<file path="src/hw/rtl/nnds_pkg.sv">
// Package for the nearest-neighbor downscaler: sizes, register indexes,
// the result item type and the size fitting function. No dependencies.
package nnds_pkg;

  localparam int MAX_DIMENSION = 4096;
  localparam int REG_W   = 13;
  localparam int POS_W   = 12;
  localparam int CNT_W   = 13;
  localparam int ACC_W   = 25;
  localparam int CHAN_W  = 8;
  localparam int INDEX_W = 4;

  localparam logic [INDEX_W-1:0] REG_SRC_WIDTH  = 4'd0;
  localparam logic [INDEX_W-1:0] REG_SRC_HEIGHT = 4'd1;
  localparam logic [INDEX_W-1:0] REG_DST_WIDTH  = 4'd2;
  localparam logic [INDEX_W-1:0] REG_DST_HEIGHT = 4'd3;

  localparam logic [REG_W-1:0] RST_SRC_WIDTH  = 13'd640;
  localparam logic [REG_W-1:0] RST_SRC_HEIGHT = 13'd480;
  localparam logic [REG_W-1:0] RST_DST_WIDTH  = 13'd320;
  localparam logic [REG_W-1:0] RST_DST_HEIGHT = 13'd240;

  localparam logic [REG_W-1:0] MAX_SIZE = REG_W'(MAX_DIMENSION);

  localparam int QUEUE_DEPTH = 4;
  localparam int QPTR_W      = 2;
  localparam int QCNT_W      = 3;

  typedef struct packed {
    logic [CHAN_W-1:0] red;
    logic [CHAN_W-1:0] green;
    logic [CHAN_W-1:0] blue;
    logic [CHAN_W-1:0] alpha;
    logic [POS_W-1:0]  x;
    logic [POS_W-1:0]  y;
    logic              frame_end;
  } res_t;

  // zero reads as one, then clamp to the maximum and to the cap
  function automatic logic [REG_W-1:0] fit_size(input logic [REG_W-1:0] v,
                                                input logic [REG_W-1:0] cap);
    logic [REG_W-1:0] r;
    r = (v == '0) ? REG_W'(1) : v;
    if (r > MAX_SIZE) r = MAX_SIZE;
    if (r > cap) r = cap;
    return r;
  endfunction

endpackage

</file>
<file path="src/hw/rtl/nnds_if.sv">
// Channel interfaces of the downscaler: source pixels, results, config.
// Depends on nnds_pkg.
interface nnds_pix_if;
  import nnds_pkg::*;
  logic              valid;
  logic              ready;
  logic [CHAN_W-1:0] red;
  logic [CHAN_W-1:0] green;
  logic [CHAN_W-1:0] blue;
  logic [CHAN_W-1:0] alpha;
  modport source (output valid, red, green, blue, alpha, input ready);
  modport sink (input valid, red, green, blue, alpha, output ready);
endinterface

interface nnds_res_if;
  import nnds_pkg::*;
  logic              valid;
  logic              ready;
  logic [CHAN_W-1:0] out_red;
  logic [CHAN_W-1:0] out_green;
  logic [CHAN_W-1:0] out_blue;
  logic [CHAN_W-1:0] out_alpha;
  logic [POS_W-1:0]  out_x;
  logic [POS_W-1:0]  out_y;
  logic              frame_end;
  modport source (output valid, out_red, out_green, out_blue, out_alpha, out_x, out_y,
                  frame_end, input ready);
  modport sink (input valid, out_red, out_green, out_blue, out_alpha, out_x, out_y,
                frame_end, output ready);
endinterface

interface nnds_cfg_if;
  import nnds_pkg::*;
  logic               valid;
  logic               ready;
  logic [INDEX_W-1:0] index;
  logic [REG_W-1:0]   data;
  modport source (output valid, index, data, input ready);
  modport sink (input valid, index, data, output ready);
endinterface

</file>
<file path="src/hw/rtl/nearest_neighbour_downscaler_core.sv">
// Nearest-neighbor downscaler top level: front end, queue, output stage.
// Depends on nnds_pkg, nnds_if, nnds_front, nnds_queue, nnds_back.
//
// Takes one source pixel per clock in raster order and passes on the pixels
// that land on target sample positions, tagged with target column and row;
// the last target pixel of a frame has frame_end set. Sampling uses running
// sums, so one item is accepted every cycle with no divider; a sampled pixel
// passes through the front end, the four-entry queue and the output register
// on its way out. The input stalls only when the queue is full.
// Any config write to a known index restarts the frame. Sizes of zero count
// as one, sizes are capped at 4096, target sizes are clamped to source sizes.
module nearest_neighbour_downscaler_core (
  input  logic       clk,
  input  logic       rst,
  nnds_pix_if.sink   pix,
  nnds_cfg_if.sink   cfg,
  nnds_res_if.source res
);
  import nnds_pkg::*;

  res_t push_data, pop_data;
  logic push, full, pop, empty;

  nnds_front u_front (
    .clk    (clk),
    .rst    (rst),
    .pix    (pix),
    .cfg    (cfg),
    .q_full (full),
    .q_push (push),
    .q_data (push_data)
  );

  nnds_queue u_queue (
    .clk       (clk),
    .rst       (rst),
    .push      (push),
    .push_data (push_data),
    .full      (full),
    .pop       (pop),
    .empty     (empty),
    .pop_data  (pop_data)
  );

  nnds_back u_back (
    .clk     (clk),
    .rst     (rst),
    .q_empty (empty),
    .q_data  (pop_data),
    .q_pop   (pop),
    .res     (res)
  );

endmodule

</file>
<file path="src/hw/rtl/nnds_front.sv">
// Front end: size registers, position tracking and the sampling decision.
// Pushes sampled pixels into the queue. Depends on nnds_pkg, nnds_if.
module nnds_front (
  input  logic           clk,
  input  logic           rst,
  nnds_pix_if.sink       pix,
  nnds_cfg_if.sink       cfg,
  input  logic           q_full,
  output logic           q_push,
  output nnds_pkg::res_t q_data
);
  import nnds_pkg::*;

  logic [REG_W-1:0] src_width, src_height, dst_width, dst_height;
  logic [REG_W-1:0] src_width_next, src_height_next, dst_width_next, dst_height_next;
  logic [REG_W-1:0] sw, sh, tw, th, sw_next, sh_next, tw_next, th_next;

  logic [POS_W-1:0] source_column, source_row;
  logic [CNT_W-1:0] target_column, target_row;
  logic [ACC_W-1:0] column_numerator, column_product, row_numerator, row_product;

  logic             pix_acc, cfg_acc, cfg_hit;
  logic             col_hit, row_hit, last_col, last_row;

  assign pix.ready = ~q_full;
  assign cfg.ready = 1'b1;
  assign pix_acc   = pix.valid & pix.ready;
  assign cfg_acc   = cfg.valid & cfg.ready;

  assign sw = fit_size(src_width, MAX_SIZE);
  assign sh = fit_size(src_height, MAX_SIZE);
  assign tw = fit_size(dst_width, sw);
  assign th = fit_size(dst_height, sh);

  always_comb begin
    src_width_next  = src_width;
    src_height_next = src_height;
    dst_width_next  = dst_width;
    dst_height_next = dst_height;
    cfg_hit         = 1'b1;
    case (cfg.index)
      REG_SRC_WIDTH:  src_width_next  = cfg.data;
      REG_SRC_HEIGHT: src_height_next = cfg.data;
      REG_DST_WIDTH:  dst_width_next  = cfg.data;
      REG_DST_HEIGHT: dst_height_next = cfg.data;
      default:        cfg_hit         = 1'b0;
    endcase
  end

  assign sw_next = fit_size(src_width_next, MAX_SIZE);
  assign sh_next = fit_size(src_height_next, MAX_SIZE);
  assign tw_next = fit_size(dst_width_next, sw_next);
  assign th_next = fit_size(dst_height_next, sh_next);

  assign col_hit  = (target_column < tw) &&
                    (column_numerator < column_product + ACC_W'(tw));
  assign row_hit  = (target_row < th) && (row_numerator < row_product + ACC_W'(th));
  assign last_col = ({1'b0, source_column} + CNT_W'(1)) >= sw;
  assign last_row = ({1'b0, source_row} + CNT_W'(1)) >= sh;

  assign q_push         = pix_acc & col_hit & row_hit;
  assign q_data.red       = pix.red;
  assign q_data.green     = pix.green;
  assign q_data.blue      = pix.blue;
  assign q_data.alpha     = pix.alpha;
  assign q_data.x         = target_column[POS_W-1:0];
  assign q_data.y         = target_row[POS_W-1:0];
  assign q_data.frame_end = (target_column == tw - REG_W'(1)) &&
                            (target_row == th - REG_W'(1));

  always_ff @(posedge clk) begin
    if (rst) begin
      src_width        <= RST_SRC_WIDTH;
      src_height       <= RST_SRC_HEIGHT;
      dst_width        <= RST_DST_WIDTH;
      dst_height       <= RST_DST_HEIGHT;
      source_column    <= '0;
      source_row       <= '0;
      target_column    <= '0;
      target_row       <= '0;
      column_product   <= '0;
      row_product      <= '0;
      column_numerator <= ACC_W'(RST_DST_WIDTH >> 1);
      row_numerator    <= ACC_W'(RST_DST_HEIGHT >> 1);
    end else if (cfg_acc) begin
      if (cfg_hit) begin
        src_width        <= src_width_next;
        src_height       <= src_height_next;
        dst_width        <= dst_width_next;
        dst_height       <= dst_height_next;
        source_column    <= '0;
        source_row       <= '0;
        target_column    <= '0;
        target_row       <= '0;
        column_product   <= '0;
        row_product      <= '0;
        column_numerator <= ACC_W'(tw_next >> 1);
        row_numerator    <= ACC_W'(th_next >> 1);
      end
    end else if (pix_acc) begin
      if (last_col) begin
        source_column    <= '0;
        target_column    <= '0;
        column_product   <= '0;
        column_numerator <= ACC_W'(tw >> 1);
        if (last_row) begin
          source_row    <= '0;
          target_row    <= '0;
          row_product   <= '0;
          row_numerator <= ACC_W'(th >> 1);
        end else begin
          source_row  <= source_row + POS_W'(1);
          row_product <= row_product + ACC_W'(th);
          if (row_hit) begin
            target_row    <= target_row + CNT_W'(1);
            row_numerator <= row_numerator + ACC_W'(sh);
          end
        end
      end else begin
        source_column  <= source_column + POS_W'(1);
        column_product <= column_product + ACC_W'(tw);
        if (col_hit) begin
          target_column    <= target_column + CNT_W'(1);
          column_numerator <= column_numerator + ACC_W'(sw);
        end
      end
    end
  end

endmodule

</file>
<file path="src/hw/rtl/nnds_queue.sv">
// Small queue of sampled pixels between front and back end.
// Depends on nnds_pkg.
module nnds_queue (
  input  logic           clk,
  input  logic           rst,
  input  logic           push,
  input  nnds_pkg::res_t push_data,
  output logic           full,
  input  logic           pop,
  output logic           empty,
  output nnds_pkg::res_t pop_data
);
  import nnds_pkg::*;

  res_t              mem [QUEUE_DEPTH];
  logic [QPTR_W-1:0] wr_ptr, rd_ptr;
  logic [QCNT_W-1:0] count;
  logic              do_push, do_pop;

  assign full     = (count == QCNT_W'(QUEUE_DEPTH));
  assign empty    = (count == '0);
  assign do_push  = push & ~full;
  assign do_pop   = pop & ~empty;
  assign pop_data = mem[rd_ptr];

  always_ff @(posedge clk) begin
    if (do_push) begin
      mem[wr_ptr] <= push_data;
    end
  end

  always_ff @(posedge clk) begin
    if (rst) begin
      wr_ptr <= '0;
      rd_ptr <= '0;
      count  <= '0;
    end else begin
      if (do_push) wr_ptr <= wr_ptr + QPTR_W'(1);
      if (do_pop) rd_ptr <= rd_ptr + QPTR_W'(1);
      count <= count + QCNT_W'(do_push) - QCNT_W'(do_pop);
    end
  end

endmodule

</file>
<file path="src/hw/rtl/nnds_back.sv">
// Back end: output register that drives the result channel from the queue.
// Depends on nnds_pkg, nnds_if.
module nnds_back (
  input  logic           clk,
  input  logic           rst,
  input  logic           q_empty,
  input  nnds_pkg::res_t q_data,
  output logic           q_pop,
  nnds_res_if.source     res
);
  import nnds_pkg::*;

  res_t out_reg;
  logic valid;

  assign q_pop = ~q_empty & (~valid | res.ready);

  always_ff @(posedge clk) begin
    if (rst) begin
      valid <= 1'b0;
    end else if (~valid | res.ready) begin
      valid <= ~q_empty;
    end
  end

  always_ff @(posedge clk) begin
    if (q_pop) out_reg <= q_data;
  end

  assign res.valid     = valid;
  assign res.out_red   = out_reg.red;
  assign res.out_green = out_reg.green;
  assign res.out_blue  = out_reg.blue;
  assign res.out_alpha = out_reg.alpha;
  assign res.out_x     = out_reg.x;
  assign res.out_y     = out_reg.y;
  assign res.frame_end = out_reg.frame_end;

endmodule
</file>
<file path="src/flat_wrapper.sv">
// flat-port wrapper written by rule: the top's interface ports become plain ports
module nearest_neighbour_downscaler_core_flat import nnds_pkg::*;
  (clk, rst, pix_valid, pix_red, pix_green, pix_blue, pix_alpha, pix_ready, cfg_valid, cfg_index, cfg_data, cfg_ready, res_valid, res_out_red, res_out_green, res_out_blue, res_out_alpha, res_out_x, res_out_y, res_frame_end, res_ready);
  nnds_pix_if pix_i ();
  nnds_cfg_if cfg_i ();
  nnds_res_if res_i ();
  input  logic clk;
  input  logic rst;
  input wire logic [$bits(pix_i.valid)-1:0] pix_valid;
  input wire logic [$bits(pix_i.red)-1:0] pix_red;
  input wire logic [$bits(pix_i.green)-1:0] pix_green;
  input wire logic [$bits(pix_i.blue)-1:0] pix_blue;
  input wire logic [$bits(pix_i.alpha)-1:0] pix_alpha;
  output wire logic [$bits(pix_i.ready)-1:0] pix_ready;
  input wire logic [$bits(cfg_i.valid)-1:0] cfg_valid;
  input wire logic [$bits(cfg_i.index)-1:0] cfg_index;
  input wire logic [$bits(cfg_i.data)-1:0] cfg_data;
  output wire logic [$bits(cfg_i.ready)-1:0] cfg_ready;
  output wire logic [$bits(res_i.valid)-1:0] res_valid;
  output wire logic [$bits(res_i.out_red)-1:0] res_out_red;
  output wire logic [$bits(res_i.out_green)-1:0] res_out_green;
  output wire logic [$bits(res_i.out_blue)-1:0] res_out_blue;
  output wire logic [$bits(res_i.out_alpha)-1:0] res_out_alpha;
  output wire logic [$bits(res_i.out_x)-1:0] res_out_x;
  output wire logic [$bits(res_i.out_y)-1:0] res_out_y;
  output wire logic [$bits(res_i.frame_end)-1:0] res_frame_end;
  input wire logic [$bits(res_i.ready)-1:0] res_ready;
  assign pix_i.valid = pix_valid;
  assign pix_i.red = pix_red;
  assign pix_i.green = pix_green;
  assign pix_i.blue = pix_blue;
  assign pix_i.alpha = pix_alpha;
  assign pix_ready = pix_i.ready;
  assign cfg_i.valid = cfg_valid;
  assign cfg_i.index = cfg_index;
  assign cfg_i.data = cfg_data;
  assign cfg_ready = cfg_i.ready;
  assign res_valid = res_i.valid;
  assign res_out_red = res_i.out_red;
  assign res_out_green = res_i.out_green;
  assign res_out_blue = res_i.out_blue;
  assign res_out_alpha = res_i.out_alpha;
  assign res_out_x = res_i.out_x;
  assign res_out_y = res_i.out_y;
  assign res_frame_end = res_i.frame_end;
  assign res_i.ready = res_ready;
  nearest_neighbour_downscaler_core u_core (.clk(clk), .rst(rst), .pix(pix_i), .cfg(cfg_i), .res(res_i));
endmodule
</file>
<file path="config.mk">
export PLATFORM = sky130hd
export DESIGN_NAME = nearest_neighbour_downscaler_core_flat
export DESIGN_NICKNAME = d
export VERILOG_FILES = /design/src/hw/rtl/nnds_pkg.sv /design/src/hw/rtl/nnds_if.sv /design/src/hw/rtl/nearest_neighbour_downscaler_core.sv /design/src/hw/rtl/nnds_front.sv /design/src/hw/rtl/nnds_queue.sv /design/src/hw/rtl/nnds_back.sv /design/src/flat_wrapper.sv
export SDC_FILE = /design/constraint.sdc
export NUM_CORES = 1
export LEC_CHECK = 0
export BUFFER_PORTS_ARGS = -buffer_cell sky130_fd_sc_hd__buf_4
export CAP_MARGIN = 15
export CORE_UTILIZATION = 60
export DETAILED_ROUTE_END_ITERATION = 6
export PLACE_DENSITY = 0.75
export SETUP_SLACK_MARGIN = 0.5
export SLEW_MARGIN = 5
export SYNTH_ARGS = -nofsm -noshare
export SYNTH_HDL_FRONTEND = slang
export SYNTH_SLANG_ARGS = --single-unit
export TNS_END_PERCENT = 100
</file>
<file path="constraint.sdc">
create_clock -name clk -period 12.5 [get_ports clk]
set_input_delay 3.75 -clock clk [delete_from_list [all_inputs] [get_ports clk]]
set_output_delay 3.75 -clock clk [all_outputs]
set_load 0.05 [all_outputs]
</file>
==> results of run 1 <==
==> layout make-up <==
type,instances,area share [%]
Clock buffer,70,4.438
Clock inverter,24,0.8063
Inverter,108,1.306
Multi-Input combinational cell,2059,46.39
Sequential cell,495,41.14
Tap cell,600,2.419
Timing Repair Buffer,145,3.507
==> placed cells by master, fill, tap and decap left out, types with 89 or more instances in the layout <==
master	Yosys	final
buf_4	3	145
edfxtp_1	285	285
nor2_1	220	220
dfxtp_1	210	208
o21ai_0	108	108
nand2_1	341	340
inv_1	107	107
a21oi_1	233	232
ha_1	216	216
xnor2_1	89	89
==> metal layers <==
metal	up-vias	GRT usage, %	part of all wire [%]
li1	10360	-	-
met1	10640	40.59	42
met2	900	50.85	47
met3	179	5.150	7.5
met4	2	12.96	3.8
met5	-	0	0.020
==> stage by stage <==
step	area (um^2)	utilization, %	setup WS (ns)	cells	hold WS, ns
2_1_floorplan	28060	-	3.470	2802	0.4315
3_3_place_gp	29410	64.25	2.853	3407	0.4454
3_5_place_dp	29410	64.25	2.648	3407	0.4591
4_1_cts	31040	67.81	2.576	3501	0.4734
5_1_grt	31040	67.81	1.665	3501	0.5076
6_report	31040	67.81	2.389	3501	0.4701
==> power by group through the flow <==
| stage | Sequential, mW | Clock [mW] | Combinational, mW |
|---|---|---|---|
| after CTS | 2.14 | 1.51 | 1.44 |
| final | 2.14 | 1.49 | 1.43 |
| after global placement | 2.15 | 0 | 1.40 |
| after detailed placement | 2.17 | 0 | 1.43 |
| after global routing | 2.16 | 1.57 | 1.53 |
| after floorplan | 2.49 | 0 | 0.675 |
==> registers in the layout, indices dropped and copies added (netlist names), 12 cells and up <==
signal and cells:
u_core.u_back.res.out_x 12, u_core.u_front.column_product 25, u_core.u_front.source_column 12, u_core.u_front.target_row 13
u_core.u_front.dst_height 13, u_core.u_back.res.out_y 12, u_core.u_front.src_width 13, u_core.u_queue.mem 228
u_core.u_front.dst_width 13, u_core.u_front.src_height 13, u_core.u_front.row_product 25, u_core.u_front.row_numerator 25
u_core.u_front.column_numerator 25, u_core.u_front.source_row 12, u_core.u_front.target_column 13
==> cell families (layout without fill, tap and decap cells) <==
kind of cell / Yosys count / count (layout) / share of synthesized area (%)
multiplexers: 110 / 110 / 6.603
buffers and inverters: 248 / 347 / 3.411
other: 1 / 1 / 0.01336
AO/OA/AOI/OAI: 621 / 621 / 13.93
XOR/XNOR: 148 / 148 / 4.619
flip-flops: 495 / 495 / 45.47
AND/OR/NAND/NOR: 958 / 958 / 15.97
adder cells (fa/ha/maj): 221 / 221 / 9.987
==> worst register-to-register path, delay by kind of cell (launching register included) <==
| family | cells | cell delay [ns] |
|---|---|---|
| flops | 1 | 0.36 |
| buf+inv | 2 | 0.78 |
| xor+xnor | 1 | 0.21 |
| mux | 1 | 0.47 |
| compound gates | 15 | 2.70 |
| simple gates | 13 | 4.09 |
| fa+ha+maj | 4 | 1.12 |
==> worst paths after layout <==
path                                                                  start                                          end  slack [ns]
worst min register to register  u_core.u_front.row_product[12]$_SDFFE_PP0P_  u_core.u_front.row_product[12]$_SDFFE_PP0P_        0.47
worst min-delay path            u_core.u_front.row_product[12]$_SDFFE_PP0P_  u_core.u_front.row_product[12]$_SDFFE_PP0P_        0.47
worst max register to register    u_core.u_front.src_height[3]$_SDFFE_PP0P_          u_core.u_queue.mem[2][33]$_DFFE_PP_        2.39
worst max-delay path              u_core.u_front.src_height[3]$_SDFFE_PP0P_          u_core.u_queue.mem[2][33]$_DFFE_PP_        2.39
==> results.toml, run 1 <==
[status]
status = "completed"

[pwr]
seq_power_share_pct = 42.2
p_leak_nw = 12.07
swShare_pct = 33.23
total_power_mw = 5.066
peakVddDrop_uv = 202.1
pwr-share-clk_pct = 29.5
p_int_mw = 3.382
p_sw_mw = 1.684
combPwrFrac_pct = 28.3
p_per_area_nw_per_um2 = 163.2

[worst_setup_path]
startpoint_type = "flip-flop"
cp_slowest_cell = "or2_1"
slowest_delay_ns = 0.78
path_depth = 36
worstPathArrival_ns = 10.34
cp-end-kind = "flip-flop"
crit_required_ns = 12.72
critical_path.max_fanout = 34
critPathTopFamily = "simple AND/OR/NAND/NOR gates"
ff2ff_path_depth = 36
crit_top_cell = "a21oi_1"
crit_type = "reg -> reg"
critPathBufInv = 2

[synth]
synthesis.area_um2 = 28060
syn-num-nets = 3077
synthTopCellsByArea = "edfxtp_1 30%, dfxtp_1 15%, ha_1 9.6%"
async_flop_share_pct = 0
ys_ff_latch = 495
syn_area_per_cell_um2 = 10.02
yosysMostFrequentCell = "nand2_1"
synth_cell_types = 81
synth-edff-count = 285
synth_top_area_share_pct = 30.49
ys.flop_type = "edfxtp_1"
yosysTopAreaCell = "edfxtp_1"
yosysWarnings = 0
postSynthCellCount = 2802
synth_common_cells = "341 x nand2_1, 285 x edfxtp_1, 233 x a21oi_1"
ys_seq_area_share_pct = 45.47

[floorplan]
initial_core_util_pct = 61.31
die-height_um = 218.3
die_w_um = 218.3
placementRows = 78
core_um2 = 45770
io_pins = 114
dieArea_um2 = 47640

[timing]
period_share_pct = 80.88
post-route-min-period_ns = 10.11
grt_setup_unrepaired = "no"
slew_viol_final = 0
fin_tns_setup_ns = 0
slew_headroom_pct = 23.44
clock_skew_ns = 0.02168
final-hold-violation-count = 0
tightest_slew_ns = 1.144
fmax_mhz = 98.91
setup_viol = 0

[clock_network]
cts.clk_slew.worst_paths_ns = 0.07
cts_buffers = 51
cts_tree = "built"
holdBufCountCts = 0
cts_buffer_depth = 3
htree_levels = 2
post_cts_buffers = 0
ctsResizeCount = 0
root_buffer = "clkbuf_16"
cts.sinks = 495
clock_latency_ns = 0.60

[placement]
globalplace.congestion = 0.9621
numPortBuffers = 112
dpl.hpwl_um = 52140

[grt]
grt_max_degree = 60
grt_pass1_vias = 21410
grt_pass1_wl_um = 115200
grtUsageTotal_pct = 30.98
antenna_found_initial = 1
gr-total-overflow = 0

[final_layout]
antennaDiodeCount = 0
ff_latch_area_um2 = 12770
fin_nets = 3135
drive_gt1_share_pct = 11.07
multi_input_area_um2 = 14400
num-fill-cells = 3503
area_growth_pct = 10.59

[routing]
drt-pass1-iter-count = 6
final_antenna_net_count = 0
post_drt_via_cell_ratio = 6.306
wire_per_inst_um = 21.18
drc = 0
first_iter_violations = 1698
vias = 22080
routed_wl_um = 74150

[min_path]
min_path_cells = 2
min_path_type = "reg -> reg"

[run]
drv_cap = 0
(Power assumes the default switching activity.)
==> run 2: changes to the inputs <==
CORE_UTILIZATION = 57   (was 60)
PLACE_DENSITY = 0.74   (was 0.75)
clock period = 8.5 ns   (was 12.5 ns; I/O delays follow)
==> run 2 against run 1 <==
Non-clock buffer count grew 72. Combinational power increased by 51%. Total power is 51% higher. Cell count rose by 3.7%. Wire length rose by 5.1%.
==> results.toml, run 2 (synthesized netlist as in run 1, its figures left out) <==
[timing]
fmax_mhz = 129.7
holdWs_ns = 0.4669
setup_viol = 0
post-route-min-period_ns = 7.710
grt_setup_unrepaired = "no"
tightest_slew_ns = 1.002
slew_headroom_pct = 32.74
final-hold-violation-count = 0
period_share_pct = 90.70
clock_skew_ns = 0.03606
worst_slack_ns = 0.7901
fin_tns_setup_ns = 0
slew_viol_final = 0

[routing]
drt-pass1-iter-count = 6
routed_wl_um = 77940
post_drt_via_cell_ratio = 6.186
final_antenna_net_count = 0
drc = 0
first_iter_violations = 1754
vias = 22470
wire_per_inst_um = 21.46

[worst_setup_path]
r2r_setup_slack_ns = 0.79
critical_path.max_fanout = 7
cp-end-kind = "flip-flop"
startpoint_type = "flip-flop"
crit_top_cell = "nor2_1"
worstPathArrival_ns = 8.17
crit_required_ns = 8.96
slowest_delay_ns = 0.42
crit_type = "reg -> reg"
cp_slowest_cell = "fa_2"

[final_layout]
largest_register_ffs = 228
area_growth_pct = 14.45
num-fill-cells = 3644
mostFrequentLayoutCells = "339 x nand2_1, 285 x edfxtp_1, 223 x a21oi_1"
multi_input_area_um2 = 14650
regMostFlops = "u_core.u_queue.mem"
final_cells = 3632
final_util_pct = 66.71
design_area_um2 = 32120
ff_latch_area_um2 = 12780
layout_commonest_cell = "nand2_1"
drive_gt1_share_pct = 15.16
fin_nets = 3208

[pwr]
total_power_mw = 7.662
p_per_area_nw_per_um2 = 238.6
peakVddDrop_uv = 183.0
p_leak_nw = 12.54

[placement]
globalplace.congestion = 0.9323
dpl.hpwl_um = 54510
dp_cells = 3512
dp_slack_ns = 0.08087
numPortBuffers = 112
dpl_cell_area_um2 = 29930

[clock_network]
holdBufCountCts = 0
cts.sinks = 495
htree_levels = 2
root_buffer = "clkbuf_16"
clock_latency_ns = 0.61
cts_buffer_depth = 3
cts.clk_slew.worst_paths_ns = 0.06
cts_buffers = 51
cts_tree = "built"

[floorplan]
io_pins = 114
dieArea_um2 = 50130
initial_core_util_pct = 58.29
core_um2 = 48150
die-height_um = 223.9
die_w_um = 223.9
placementRows = 80

[run]
drv_cap = 0

[grt]
antenna_found_initial = 1
grt_pass1_vias = 21750
grtUsageTotal_pct = 30.85
gr-total-overflow = 0
grt_max_degree = 63
grt_pass1_wl_um = 120800

[status]
status = "completed"

[min_path]
min_path_type = "reg -> reg"
run 2: per-layer routing:
| layer | wire length (um) | GRT usage (%) |
|---|---|---|
| met1 | 32490 | 41.09 |
| met4 | 2349 | 10.41 |
| met5 | 0 | 0 |
| met2 | 37250 | 51.80 |
| met3 | 5847 | 4.210 |
run 2: critical path: cells and delay by family (launching register included):
| family | cells | cell delay [ns] |
|---|---|---|
| XOR/XNOR | 1 | 0.17 |
| buffers and inverters | 2 | 0.13 |
| AO/OA/AOI/OAI | 11 | 1.75 |
| AND/OR/NAND/NOR | 17 | 2.95 |
| flip-flops | 1 | 0.34 |
| multiplexers | 1 | 0.34 |
| adder cells (fa/ha/maj) | 7 | 1.86 |
run 2: area by class of cell:
cell class	instances	area share [%]
clock inverter	31	1.137
inverter	108	1.274
tap	656	2.555
timing repair inverter	1	0.02337
timing repair buffer	217	5.345
sequential	495	39.78
multi-input combinational	2059	45.62
antenna	1	0.007791
clock buffer	64	4.250
run 2: repair_timing:
action | 4_1_cts | 5_1_grt
setup buffers | 1 | 21
gates resized for setup | 10 | 60
cloned | 0 | 2
endpoints found under the hold margin | 0 | 0
setup endpoints to repair | 231 | 269
pin swaps | 2 | 40
run 2: power breakdown:
group / internal (mW) / switching [mW]
registers: 2.99 / 0.189
clock network: 1.36 / 0.966
logic: 0.779 / 1.38
total: 5.13 / 2.54
run 2: path summary, 6_finish.rpt:
kind | cells past startpoint | end | from
min | 2 | u_core.u_front.row_product[5]$_SDFFE_PP0P_ | u_core.u_front.row_product[5]$_SDFFE_PP0P_
max reg2reg | 39 | u_core.u_queue.count[1]$_SDFF_PP0_ | u_core.u_front.src_height[5]$_SDFFE_PP1P_
min reg2reg | 2 | u_core.u_front.row_product[5]$_SDFFE_PP0P_ | u_core.u_front.row_product[5]$_SDFFE_PP0P_
max | 39 | u_core.u_queue.count[1]$_SDFF_PP0_ | u_core.u_front.src_height[5]$_SDFFE_PP1P_
==> run 3: changes to the inputs <==
BUFFER_PORTS_ARGS = unset   (was -buffer_cell sky130_fd_sc_hd__buf_4)
CORE_UTILIZATION = 53   (was 57)
DONT_BUFFER_PORTS = 1   (was unset)
PLACE_DENSITY = 0.68   (was 0.74)
==> run 3 against run 2 <==
Maximum frequency rose by 0.54%. Register-to-register slack improved by 0.04 ns. Core utilization fell by 6.0 points. Critical path depth fell by 6. Highest routed layer unchanged. Sequential share of layout area rose by 0.78 points. Via count fell by 3.7%. Worst hold slack got worse by 0.0015 ns. First-iteration DRC count fell by 10%. Wire length fell by 4.0%. Total power fell by 3.7%.
==> results.toml, run 3 (synthesized netlist as in run 1, its figures left out) <==
[worst_setup_path]
worstPathArrival_ns = 8.21
critical_path.max_fanout = 22
startpoint_type = "flip-flop"
cp-end-kind = "flip-flop"
cp_slowest_cell = "or4_4"
crit_top_cell = "ha_1"
crit_required_ns = 9.04
crit_type = "reg -> reg"
slowest_delay_ns = 0.58

[floorplan]
core_um2 = 51820
initial_core_util_pct = 54.16
die-height_um = 232.1
dieArea_um2 = 53880
io_pins = 114
placementRows = 83
die_w_um = 232.1

[clock_network]
cts_tree = "built"
htree_levels = 2
cts_buffer_depth = 3
holdBufCountCts = 0
cts_buffers = 52
clock_latency_ns = 0.62
cts.sinks = 495
root_buffer = "clkbuf_16"
cts.clk_slew.worst_paths_ns = 0.06

[pwr]
p_leak_nw = 12.07
combPwrFrac_pct = 18.1
seq_power_share_pct = 50.3
pwr-share-clk_pct = 31.6
swShare_pct = 32.90
p_sw_mw = 2.429
p_int_mw = 4.954
p_per_area_nw_per_um2 = 234.5
peakVddDrop_uv = 191.6

[routing]
drt-pass1-iter-count = 5
wire_per_inst_um = 21.06
first_iter_violations = 1575
post_drt_via_cell_ratio = 6.094
drc = 0
final_antenna_net_count = 0
vias = 21650
routed_wl_um = 74810

[timing]
fin_tns_setup_ns = 0
fmax_mhz = 130.4
tightest_slew_ns = 1.208
post-route-min-period_ns = 7.669
setup_viol = 0
slew_headroom_pct = 19.19
clock_skew_ns = 0.02904
period_share_pct = 90.22
slew_viol_final = 0
grt_setup_unrepaired = "no"
final-hold-violation-count = 0

[grt]
antenna_found_initial = 0
grt_pass1_vias = 20730
grtUsageTotal_pct = 27.57
grt_max_degree = 141
grt_pass1_wl_um = 116200
gr-total-overflow = 0

[final_layout]
final_util_pct = 60.75
largest_register_ffs = 228
layout_commonest_cell = "nand2_1"
drive_gt1_share_pct = 12.53
mostFrequentLayoutCells = "337 x nand2_1, 285 x edfxtp_1, 220 x a21oi_1"
fin_nets = 3105
area_growth_pct = 12.17
antennaDiodeCount = 0
regMostFlops = "u_core.u_queue.mem"

[run]
drv_cap = 0

[placement]
dpl.hpwl_um = 53660
numPortBuffers = 0
globalplace.congestion = 0.9512

[status]
status = "completed"

[min_path]
min_path_type = "reg -> reg"
==> run 3: repair_timing <==
action / 4_1_cts / 5_1_grt
endpoints found under the setup margin: 253 / 278
buffers inserted: 3 / 26
cloned: 0 / 2
gates resized for setup: 17 / 60
pin swaps: 2 / 35
==> run 3: area by class of cell <==
cell class,instances,area (um^2)
fillers,4222,20340
multi-input cells,2060,14710
flip-flops and latches,495,12770
clock buffers,68,1451
repair buffers,113,948.4
well taps,680,850.8
inverters,108,409.1
clock inverters,28,337.8
==> run 3: metrics by stage <==
step	power, mW	hold WS (ns)	instances	area (um^2)	setup WS [ns]
2_1_floorplan	4.661	0.4315	2802	28090	0.5071
3_3_place_gp	5.017	0.4445	3425	29130	0.1224
3_5_place_dp	5.059	0.4588	3425	29130	-0.2346
4_1_cts	7.403	0.4706	3524	31000	0.5065
5_1_grt	7.689	0.5056	3552	31480	0.3942
6_report	7.382	0.4653	3552	31480	0.8315
==> run 3: final timing paths <==
kind / startpoint / to / slack (ns) / cells past startpoint
worst max-delay path: u_core.u_front.dst_width[4]$_SDFFE_PP0P_ / u_core.u_queue.count[1]$_SDFF_PP0_ / 0.83 / 33
worst min-delay path: u_core.u_front.row_product[12]$_SDFFE_PP0P_ / u_core.u_front.row_product[12]$_SDFFE_PP0P_ / 0.47 / 2
worst max register to register: u_core.u_front.dst_width[4]$_SDFFE_PP0P_ / u_core.u_queue.count[1]$_SDFF_PP0_ / 0.83 / 33
worst min register to register: u_core.u_front.row_product[12]$_SDFFE_PP0P_ / u_core.u_front.row_product[12]$_SDFFE_PP0P_ / 0.47 / 2
==> run 3: power groups by stage <==
stage                     combinational [mW]  sequential, mW  clock (mW)
after floorplan                         1.00            3.66           0
after global placement                  1.27            3.75           0
after detailed placement                1.29            3.77           0
after CTS                               1.31            3.72        2.37
after global routing                    1.47            3.75        2.47
final                                   1.34            3.71        2.33
==> run 3: routing by layer <==
layer | share of wire, % | wire length (um) | GRT usage [%] | up-vias
met4 | 2.9 | 2142 | 9.272 | 0
li1 | - | - | - | 10290
met3 | 6.0 | 4503 | 3.917 | 133
met5 | 0 | 0 | 0 | -
met1 | 44 | 33180 | 37.84 | 10510
met2 | 47 | 34980 | 44.67 | 705
==> run 3: critical path, delay by kind of cell, from the launching register on <==
family,cells,cell delay (ns)
AOI/OAI and AO/OA,8,1.79
and+or+nand+nor,11,2.30
buffers and inverters,6,0.83
DFF,1,0.35
xor gates and xnor gates,1,0.19
adders and majority gates,6,1.85
muxes,1,0.27
